==> config.mk <==
export PLATFORM = sky130hd
export DESIGN_NAME = backend_server_selector
export DESIGN_NICKNAME = d
export VERILOG_FILES = /design/src/design/bss_pkg.sv /design/src/design/bss_cell.sv /design/src/design/backend_server_selector.sv
export SDC_FILE = /design/constraint.sdc
export NUM_CORES = 1
export LEC_CHECK = 0
export BUFFER_PORTS_ARGS = -buffer_cell sky130_fd_sc_hd__buf_2
export CELL_PAD_IN_SITES_DETAIL_PLACEMENT = 1
export CELL_PAD_IN_SITES_GLOBAL_PLACEMENT = 1
export CORE_AREA = 2 2 219 221
export CTS_BUF_LIST = sky130_fd_sc_hd__clkbuf_8
export CTS_CLUSTER_SIZE = 12
export DETAILED_ROUTE_END_ITERATION = 10
export DIE_AREA = 0 0 221 223
export MAX_ROUTING_LAYER = met4
export PLACE_DENSITY_LB_ADDON = 0.1
export SETUP_SLACK_MARGIN = 0.15
export SYNTH_ARGS = -nofsm -noshare
export SYNTH_HDL_FRONTEND = slang
export SYNTH_HIERARCHICAL = 1
export SYNTH_SLANG_ARGS = --single-unit
==> constraint.sdc <==
create_clock -name clock -period 5.6 [get_ports clock]
set_clock_uncertainty 0.2 [all_clocks]
set_input_delay 0.56 -clock clock [delete_from_list [all_inputs] [get_ports clock]]
set_output_delay 0.56 -clock clock [all_outputs]
set_load 0.02 [all_outputs]
==> src/design/bss_pkg.sv <==
// shared types, codes and constants of the backend server selector
`timescale 1ns / 1ps
package bss_pkg;

   localparam int NUM_SERVERS_DEF = 4;

   localparam int FUNC_W   = 2;
   localparam int ADDR_W   = 2;
   localparam int RESP_W   = 16;
   localparam int CONN_W   = 10;
   localparam int FAIL_W   = 8;
   localparam int STATUS_W = 2;

   // servers that a report or release can name
   localparam int ADDR_RANGE = 1 << ADDR_W;

   localparam logic [CONN_W-1:0] CONN_MAX = '1;
   localparam logic [FAIL_W-1:0] FAIL_MAX = '1;

   localparam logic [FUNC_W-1:0] FUNC_REPORT   = 2'd0;
   localparam logic [FUNC_W-1:0] FUNC_DISPATCH = 2'd1;
   localparam logic [FUNC_W-1:0] FUNC_RELEASE  = 2'd2;

   localparam logic [STATUS_W-1:0] STATUS_OK        = 2'd0;
   localparam logic [STATUS_W-1:0] STATUS_NONE_UP   = 2'd1;
   localparam logic [STATUS_W-1:0] STATUS_UNDERFLOW = 2'd2;

   localparam int CSR_ADDR_W = 3;
   localparam logic REG_SELECT_MODE = 1'b0;

   localparam logic MODE_FASTEST = 1'b0;

   typedef struct packed {
      logic [FUNC_W-1:0] func;
      logic [ADDR_W-1:0] server_index;
      logic              up_flag;
      logic [RESP_W-1:0] resp_ms;
   } req_type;

   typedef struct packed {
      logic [STATUS_W-1:0] status;
      logic [ADDR_W-1:0]   chosen_server;
      logic [CONN_W-1:0]   conn_count;
      logic [FAIL_W-1:0]   fail_count;
   } rsp_type;

   // word handed from cell to cell
   typedef struct packed {
      logic              valid;
      logic [FUNC_W-1:0] func;
      logic [ADDR_W-1:0] idx;
      logic              up;
      logic [RESP_W-1:0] resp;
      logic              found;
      logic              under;
      logic [RESP_W-1:0] best_resp;
      logic [CONN_W-1:0] conns;
      logic [FAIL_W-1:0] fails;
   } token_type;

endpackage

==> src/design/bss_cell.sv <==
// one server entry of the selector chain
`timescale 1ns / 1ps
module bss_cell import bss_pkg::*; #(
   parameter int NUM_SERVERS = NUM_SERVERS_DEF,
   parameter int INDEX = 0,
   localparam int IDX_W = $clog2(NUM_SERVERS)
) (
   input  logic             clock,
   input  logic             reset,
   input  logic             mode,
   input  logic             inc_valid,
   input  logic [IDX_W-1:0] inc_idx,
   input  token_type        tok_in,
   input  logic [IDX_W-1:0] best_in,
   output token_type        tok_out,
   output logic [IDX_W-1:0] best_out
);

   logic              healthy_ff, healthy_in;
   logic [RESP_W-1:0] resp_ff, resp_in;
   logic [CONN_W-1:0] conns_ff, conns_in;
   logic [FAIL_W-1:0] fails_ff, fails_in;
   token_type         fwd_ff, fwd_in;
   logic [IDX_W-1:0]  pick_ff, pick_in;
   logic              match;
   logic              better;

   assign match = (INDEX < ADDR_RANGE) && (tok_in.idx == ADDR_W'(INDEX));

   always_comb begin
      if (mode == MODE_FASTEST) begin
         better = (resp_ff != '0) && ((tok_in.best_resp == '0) || (resp_ff < tok_in.best_resp));
      end else begin
         better = conns_ff < tok_in.conns;
      end
   end

   always_comb begin
      healthy_in = healthy_ff;
      resp_in    = resp_ff;
      conns_in   = conns_ff;
      fails_in   = fails_ff;
      fwd_in     = tok_in;
      pick_in    = best_in;
      if (tok_in.valid) begin
         case (tok_in.func)
            FUNC_DISPATCH: begin
               if (healthy_ff && (!tok_in.found || better)) begin
                  fwd_in.found     = 1'b1;
                  fwd_in.best_resp = resp_ff;
                  fwd_in.conns     = conns_ff;
                  fwd_in.fails     = fails_ff;
                  pick_in          = IDX_W'(INDEX);
               end
            end
            FUNC_REPORT: begin
               if (match) begin
                  healthy_in = tok_in.up;
                  if (tok_in.up) begin
                     fails_in = '0;
                     resp_in  = tok_in.resp;
                  end else begin
                     fails_in = (fails_ff == FAIL_MAX) ? FAIL_MAX : fails_ff + FAIL_W'(1);
                     resp_in  = '0;
                  end
                  fwd_in.conns = conns_ff;
                  fwd_in.fails = fails_in;
               end
            end
            FUNC_RELEASE: begin
               if (match) begin
                  if (conns_ff == '0) begin
                     fwd_in.under = 1'b1;
                  end else begin
                     conns_in = conns_ff - CONN_W'(1);
                  end
                  fwd_in.conns = conns_in;
                  fwd_in.fails = fails_ff;
               end
            end
            default: begin
               if (match) begin
                  fwd_in.conns = conns_ff;
                  fwd_in.fails = fails_ff;
               end
            end
         endcase
      end
      // dispatch commit from the chain end
      if (inc_valid && (inc_idx == IDX_W'(INDEX)) && (conns_ff != CONN_MAX)) begin
         conns_in = conns_ff + CONN_W'(1);
      end
   end

   always_ff @(posedge clock) begin
      if (reset) begin
         healthy_ff <= 1'b0;
         resp_ff    <= '0;
         conns_ff   <= '0;
         fails_ff   <= '0;
      end else begin
         healthy_ff <= healthy_in;
         resp_ff    <= resp_in;
         conns_ff   <= conns_in;
         fails_ff   <= fails_in;
      end
   end

   always_ff @(posedge clock) begin
      if (reset) begin
         fwd_ff  <= '0;
         pick_ff <= '0;
      end else begin
         fwd_ff  <= fwd_in;
         pick_ff <= pick_in;
      end
   end

   assign tok_out  = fwd_ff;
   assign best_out = pick_ff;

endmodule

==> src/design/backend_server_selector.sv <==
// top level of the backend server selector: csr, cell chain and result register
// a word passes the head register, each cell register and then the result register
// one word in flight at a time: the word walks the cell chain
// one cell per cycle and busy stays high until the result strobe
// reset: synchronous, clears the table, select_mode and all valid bits
// results are strobed for one cycle; the receiver cannot stall them
`timescale 1ns / 1ps
module backend_server_selector import bss_pkg::*; #(
   parameter int NUM_SERVERS = NUM_SERVERS_DEF,
   localparam int IDX_W = $clog2(NUM_SERVERS)
) (
   input  logic                  clock,
   input  logic                  reset,
   // command channel
   input  logic                  start,
   output logic                  busy,
   input  req_type               req_word,
   // result channel
   output logic                  rsp_strobe,
   output rsp_type               rsp_word,
   // configuration port
   input  logic                  psel,
   input  logic                  penable,
   input  logic                  pwrite,
   input  logic [CSR_ADDR_W-1:0] paddr,
   input  logic [31:0]           pwdata,
   output logic [31:0]           prdata,
   output logic                  pready
);

   // configuration register
   logic mode_ff, mode_in;
   logic csr_write;
   logic csr_reg;

   assign pready    = 1'b1;
   assign csr_reg   = paddr[CSR_ADDR_W-1];
   assign csr_write = psel && penable && pwrite && pready;

   always_comb begin
      mode_in = mode_ff;
      if (csr_write && (csr_reg == REG_SELECT_MODE)) begin
         mode_in = pwdata[0];
      end
   end

   always_ff @(posedge clock) begin
      if (reset) begin
         mode_ff <= MODE_FASTEST;
      end else begin
         mode_ff <= mode_in;
      end
   end

   assign prdata = (csr_reg == REG_SELECT_MODE) ? {31'd0, mode_ff} : 32'd0;

   // command accept and busy tracking
   logic      accept;
   logic      busy_ff, busy_in;
   token_type head_ff, head_in;
   token_type tok_chain [NUM_SERVERS+1];
   logic [IDX_W-1:0] best_chain [NUM_SERVERS+1];
   token_type tail;
   logic [IDX_W-1:0] tail_best;

   assign accept = start && !busy_ff;
   assign tail      = tok_chain[NUM_SERVERS];
   assign tail_best = best_chain[NUM_SERVERS];

   always_comb begin
      busy_in = busy_ff;
      if (accept) begin
         busy_in = 1'b1;
      end else if (tail.valid) begin
         busy_in = 1'b0;
      end
   end

   // fresh word entering the chain: nothing found yet, counts cleared
   always_comb begin
      head_in           = head_ff;
      head_in.valid     = accept;
      if (accept) begin
         head_in.func      = req_word.func;
         head_in.idx       = req_word.server_index;
         head_in.up        = req_word.up_flag;
         head_in.resp      = req_word.resp_ms;
         head_in.found     = 1'b0;
         head_in.under     = 1'b0;
         head_in.best_resp = '0;
         head_in.conns     = '0;
         head_in.fails     = '0;
      end
   end

   always_ff @(posedge clock) begin
      if (reset) begin
         busy_ff <= 1'b0;
         head_ff <= '0;
      end else begin
         busy_ff <= busy_in;
         head_ff <= head_in;
      end
   end

   assign busy = busy_ff;

   // cell chain, one server per cell
   logic             inc_valid;
   logic [IDX_W-1:0] inc_idx;

   assign tok_chain[0]  = head_ff;
   assign best_chain[0] = '0;

   for (genvar g = 0; g < NUM_SERVERS; g++) begin : g_cell
      bss_cell #(
         .NUM_SERVERS(NUM_SERVERS),
         .INDEX      (g)
      ) u_cell (
         .clock    (clock),
         .reset    (reset),
         .mode     (mode_ff),
         .inc_valid(inc_valid),
         .inc_idx  (inc_idx),
         .tok_in   (tok_chain[g]),
         .best_in  (best_chain[g]),
         .tok_out  (tok_chain[g+1]),
         .best_out (best_chain[g+1])
      );
   end

   // chain end: build the result, commit the dispatch count
   rsp_type              rsp_ff, rsp_in;
   logic                 strobe_ff;
   logic [IDX_W+ADDR_W-1:0] best_ext;

   assign best_ext  = {{ADDR_W{1'b0}}, tail_best};
   assign inc_valid = tail.valid && (tail.func == FUNC_DISPATCH) && tail.found;
   assign inc_idx   = tail_best;

   always_comb begin
      rsp_in.status        = (tail.func == FUNC_RELEASE && tail.under) ? STATUS_UNDERFLOW
                                                                        : STATUS_OK;
      rsp_in.chosen_server = tail.idx;
      rsp_in.conn_count    = tail.conns;
      rsp_in.fail_count    = tail.fails;
      if (tail.func == FUNC_DISPATCH) begin
         if (tail.found) begin
            // chosen index masked to the result width
            rsp_in.status        = STATUS_OK;
            rsp_in.chosen_server = best_ext[ADDR_W-1:0];
            rsp_in.conn_count    = (tail.conns == CONN_MAX) ? CONN_MAX
                                                            : tail.conns + CONN_W'(1);
         end else begin
            rsp_in.status        = STATUS_NONE_UP;
            rsp_in.chosen_server = '0;
            rsp_in.conn_count    = '0;
            rsp_in.fail_count    = '0;
         end
      end
   end

   always_ff @(posedge clock) begin
      if (tail.valid) begin
         rsp_ff <= rsp_in;
      end
      if (reset) begin
         strobe_ff <= 1'b0;
      end else begin
         strobe_ff <= tail.valid;
      end
   end

   assign rsp_strobe = strobe_ff;
   assign rsp_word   = rsp_ff;

   // checks
   a_accept_busy: assert property (@(posedge clock) disable iff (reset)
      accept |=> busy)
      else $error("busy not raised after accept");

   a_strobe_idle: assert property (@(posedge clock) disable iff (reset)
      rsp_strobe |-> !busy && !head_ff.valid)
      else $error("result strobed while a word is still in flight");

   a_none_up_clear: assert property (@(posedge clock) disable iff (reset)
      (rsp_strobe && rsp_word.status == STATUS_NONE_UP) |->
         (rsp_word.chosen_server == '0 && rsp_word.conn_count == '0
          && rsp_word.fail_count == '0))
      else $error("no-healthy result carries server data");

   a_single_strobe: assert property (@(posedge clock) disable iff (reset)
      rsp_strobe |=> !rsp_strobe)
      else $error("two results for one word");

endmodule

## After elaboration in Yosys (flattened, before gate mapping)

Index checks and enable logic that the tools add are counted.

| operators by class | value |
|---|---|
| add/sub/neg operators | 13 |
| $lt $le $gt $ge | 6 |
| equal/unequal tests | 25 |
| muxes and demuxes | 93 |
| bitwise logic cells | 8 |
| reductions and logical operators | 73 |

Operator list:

| operator | number |
|---|---|
| two-way mux 18 bit | 13 |
| case mux 18 bit (3 select lines) | 4 |
| two-way mux 10 bit | 21 |
| two-way mux 16 bit | 7 |
| two-way mux 36 bit | 3 |
| two-way mux 34 bit | 3 |
| two-way mux 8 bit | 9 |
| adder 10 x 1 -> 10 bit (second input constant) | 5 |
| zero test 16 bit | 3 |
| < comparator 16 bit | 3 |
| nonzero test 16 bit | 3 |
| zero test 10 bit | 4 |
| inequality test 10 bit (second input constant) | 4 |
| subtractor 10 x 1 -> 10 bit (second input constant) | 4 |
| adder 8 x 1 -> 8 bit (second input constant) | 4 |
| == test 8 bit (second input constant) | 4 |
| < comparator 10 bit | 3 |
| nonzero test 2 bit | 13 |
| two-way mux 1 bit | 24 |
| AND reduction 3 bit | 8 |
| two-way mux 22 bit | 1 |
| logical AND 1 bit | 21 |
| == test 2 bit (second input constant) | 9 |
| == test 2 x 1 -> 1 bit (second input constant) | 7 |
| 10 further kinds | 38 |

| storage, ports and cells | value |
|---|---|
| flip-flop bits (word level) | 392 |
| logic and storage cells | 286 |

## Longest topological paths before layout

| logic depth | value |
|---|---|
| word-level depth | 9 |
| depth in mapped cells | 11 |
| depth with buffers taken out | 9 |

## Modules after synthesis

The synthesis kept the hierarchy.

By module, submodules not included:

| module | times used | cells an instance | area an instance (um2) |
|---|---|---|---|
| bss_cell (g_cell[0].u_cell) | 1 | 717 | 5612.9 |
| bss_cell (g_cell[3].u_cell) | 1 | 701 | 5607.9 |
| bss_cell (g_cell[1].u_cell) | 1 | 680 | 5514.0 |
| bss_cell (g_cell[2].u_cell) | 1 | 657 | 5292.6 |
| backend_server_selector | 1 | 225 | 2212.1 |

## Least setup slack after synthesis

OpenSTA, ideal clock, no wires.

| path | value |
|---|---|
| path kind | reg2reg |
| start point | register g_cell[3].u_cell.fwd_ff, in the netlist g_cell[3].u_cell/tok_out[57] |
| end point | register g_cell[2].u_cell.conns_ff[9] |
| setup time | 0.071 ns |
| arrival time | 2.488 ns |
| data required time | 5.329 ns |
| path slack | 2.841 ns |
| cell stages (with the launch flop) | 9 |
| path buffers | 1 |
| clock period less this slack | 2.759 ns |
| path through | dfxtp_1 -> and3_1 -> nand2_1 -> a311o_1 -> buf_2 -> nor4_1 -> nand3_1 -> mux2_1 -> a21oi_1 |

| between the ends | value |
|---|---|
| word-level cells in the longest chain between the ends | 6 |

Ends and longest elaborated chain:

| element | RTL line | source |
|---|---|---|
| start, declared | bss_cell.sv:23 | `token_type fwd_ff, fwd_in;` |
| start signal, assigned | bss_cell.sv:114 | `fwd_ff <= fwd_in;` |
| logical AND 1 bit (*) (2 in a row) | backend_server_selector.sv:138 | `assign inc_valid = tail.valid && (tail.func == FUNC_DISPATCH) && tail.found;` |
| via inc_valid | backend_server_selector.sv:109 | `logic inc_valid;` |
| logical AND 1 bit (*) (2 in a row) | bss_cell.sv:90 | `if (inc_valid && (inc_idx == IDX_W'(INDEX)) && (conns_ff != CONN_MAX)) begin` |
| nonzero test 2 bit (no line) | - |  |
| AND reduction 3 bit (no line) | - |  |
| end signal, assigned | bss_cell.sv:104 | `conns_ff <= conns_in;` |
| end, declared | bss_cell.sv:21 | `logic [CONN_W-1:0] conns_ff, conns_in;` |

The timed path passes the listed nets; every way through them passes the cells marked *.
A chain may end at the register's enable or synchronous reset.

## Final worst setup path

| path | value |
|---|---|
| start point | register g_cell[2].u_cell.conns_ff[9] |
| end point | register g_cell[2].u_cell.fwd_ff, in the netlist g_cell[2].u_cell/tok_out[29] |

| between the ends | value |
|---|---|
| word-level cells in the longest chain between the ends | 7 |

Ends and longest elaborated chain:

| element | RTL line | source |
|---|---|---|
| < comparator 10 bit | bss_cell.sv:34 | `better = conns_ff < tok_in.conns;` |
| two-way mux 1 bit | bss_cell.sv:31 | `if (mode == MODE_FASTEST) begin` |
| logical OR 1 bit | bss_cell.sv:48 | `if (healthy_ff && (!tok_in.found \|\| better)) begin` |
| logical AND 1 bit | bss_cell.sv:48 |  |
| two-way mux 34 bit | bss_cell.sv:48 |  |
| two-way mux 16 bit | bss_cell.sv:46 | `case (tok_in.func)` |
| two-way mux 36 bit | bss_cell.sv:45 | `if (tok_in.valid) begin` |
| end signal, assigned | bss_cell.sv:114 |  |
| end, declared | bss_cell.sv:23 |  |

No other way between the ends.

==> reports/qor.yml <==
status: "finished clean"
start_util_pct: 49.3
placement_rows: 80
holdPathStages: 3
synth_area_um2: 23200
n_antenna_cell: 0
crit_chain: "ha_1, nand2b_1, a2111oi_2, o211ai_1, and2_1, a211oi_4, mux2i_1, nor2_1"
grt_use_total_pct: 30.5
worst_slew_pin_slew_ns: 1.29
min_period_ns: 3.60
dpl.hpwl_mm: 53.1
die_w_um: 221
cts.repair.resized: 0
path_max_fanout: 18
hold_slack_ns: 0.0699
drt-initial-drc-count: 1372
cts_hold_buf: 21
io_pins: 119
clk_path_buf_depth: 3
met1_usage_pct: 37.8
die_y_um: 223
reg2reg_depth: 8
cts_max_level: 3
cts_tree: "done"
grt_start_max_net_pins: 196
r2r_start: "g_cell[2].u_cell/conns_ff[9]$_SDFFE_PP0P_"
critPathKind: "reg2reg"
ir_drop_uv: 177
drt-pass1-iter-count: 6
post-route-period-util_pct: 64.3
fill_cells: 5788
slew_viol_final: 0
postSynthAreaPerCell_um2: 8.03
hp-class: "in2reg"
cts_buffers: 71
max_freq_ghz: 0.278
yosys_warnings: 6
use_met3_pct: 3.90
clkTransAtPathRegs_ns: 0.06
reg2reg_slack_ns: 2.00
final_common_cell: "dfxtp_1"
dr_total_vias: 21700
area_growth_pct: 9.62
cts_root_buf: "clkbuf_8"
core_region_area_um2: 47100
rsz0062_at_grt: "false"
clock_latency_ns: 0.66
grt_pass1_vias: 21900
grt_antenna_before_repair: 1
dieArea_um2: 49300
drt_wl_total_mm: 74.2
layout-drive-gt1-share_pct: 8.70
layout_common_cells: "372 x dfxtp_1, 322 x nand2_1, 274 x a21oi_1"
io_buffers: 53
crit_required_ns: 5.89
netlist_instances: 2897
final_area_um2: 25500
max_stage_delay_ns: 1.04
min_from: "pwdata[0]"
totalNegativeSetupSlack_ns: 0
top_usage_layer: "met2"
finalHoldViolCount: 0
drc: 0
rr_endpoint: "g_cell[2].u_cell/tok_out[29]$_SDFF_PP0_"
endpoint_kind: "flop"
path_buf_inv: 0
p_per_area_nw_per_um2: 245
place.gp.congestion: 0.913
cap_violations: 0
arrival_ns: 3.89
cts_setup_buffers: 0
clkSinkCount: 394
slew_headroom_pct: 13.7
gr-usage-met2_pct: 51.2
startpoint_type: "flop"
grt_pass1_wl_mm: 120
routedWlPerCell_um: 20.4
whs_endpoint: "mode_ff$_SDFFE_PP0P_"
leakagePower_uw: 0.00938
overflow: 0
place_area_um2: 23800
cp_slowest_cell: "a211oi_4"
setup_viol: 0
fin_nets: 3145
vias_per_cell: 5.95
cp_top_family: "compound AO/OA/AOI/OAI gates"
ant_nets: 0
==> cell type report <==
type / instances / area (um2) / share of cell area (%)
timing repair buffer: 103 / 716 / 2.81
clock buffer: 90 / 1240 / 4.86
clock inverter: 33 / 213 / 0.835
multi-input combinational: 2264 / 13900 / 54.6
inverter: 140 / 526 / 2.06
tap: 615 / 769 / 3.02
sequential: 394 / 8110 / 31.8
==> where the power goes <==
part           switching (uW)  internal [uW]  total (uW)
sequential               80.0           2900        2980
combinational             328            178         506
clock                    1230           1540        2770
==> through the flow <==
stage | instances | power (uW) | utilization, % | setup WS [ns]
6_report | 3639 | 6250 | 54.1 | 2.00
5_1_grt | 3639 | 6510 | 54.1 | 1.74
4_1_cts | 3639 | 6320 | 54.1 | 2.02
3_5_place_dp | 3495 | 3520 | 50.5 | 2.02
3_3_place_gp | 3495 | 3500 | 50.5 | 2.09
2_1_floorplan | 3044 | 3390 | - | 2.84
==> how the worst max path moves through the flow <==
stage	startpoint	end	slack, ns	depth (start not counted)
after CTS	g_cell[2].u_cell/conns_ff[9]$_SDFFE_PP0P_	g_cell[2].u_cell/tok_out[29]$_SDFF_PP0_	2.02	8
after detailed placement	g_cell[2].u_cell/conns_ff[9]$_SDFFE_PP0P_	g_cell[2].u_cell/tok_out[29]$_SDFF_PP0_	2.02	8
after global placement	g_cell[2].u_cell/conns_ff[9]$_SDFFE_PP0P_	g_cell[2].u_cell/tok_out[30]$_SDFF_PP0_	2.09	8
after floorplan	g_cell[3].u_cell/tok_out[57]$_SDFF_PP0_	g_cell[2].u_cell/conns_ff[9]$_SDFFE_PP0P_	2.84	8
after global routing	g_cell[2].u_cell/conns_ff[9]$_SDFFE_PP0P_	g_cell[2].u_cell/tok_out[29]$_SDFF_PP0_	1.74	8
final	g_cell[2].u_cell/conns_ff[9]$_SDFFE_PP0P_	g_cell[2].u_cell/tok_out[29]$_SDFF_PP0_	2.00	8
==> state kept, by name, summed over array words and instances (netlist names) <==
| signal | flops |
|---|---|
| busy | 1 |
| head_ff | 22 |
| rsp_strobe | 1 |
| mode_ff | 1 |
| g_cell.u_cell/conns_ff | 40 |
| g_cell.u_cell/resp_ff | 64 |
| rsp_word | 22 |
| g_cell.u_cell/tok_out | 199 |
| g_cell.u_cell/healthy_ff | 4 |
| g_cell.u_cell/fails_ff | 32 |
| g_cell.u_cell/best_out | 8 |
==> worst reg2reg max path, cell delays in order, from the launching register on <==
cell and delay [ns]:
dfxtp_1 0.43, ha_1 0.25, nand2b_1 0.17, a2111oi_2 0.42
o211ai_1 0.20, and2_1 0.29, a211oi_4 1.04, mux2i_1 0.39
nor2_1 0.06
==> layer usage <==
metal,vias up,routed length [um]
met5,-,0
met2,477,36300
met4,0,2270
met1,10700,32800
met3,148,2780
li1,10400,-
No activity file was read; power rests on OpenSTA's default activity.
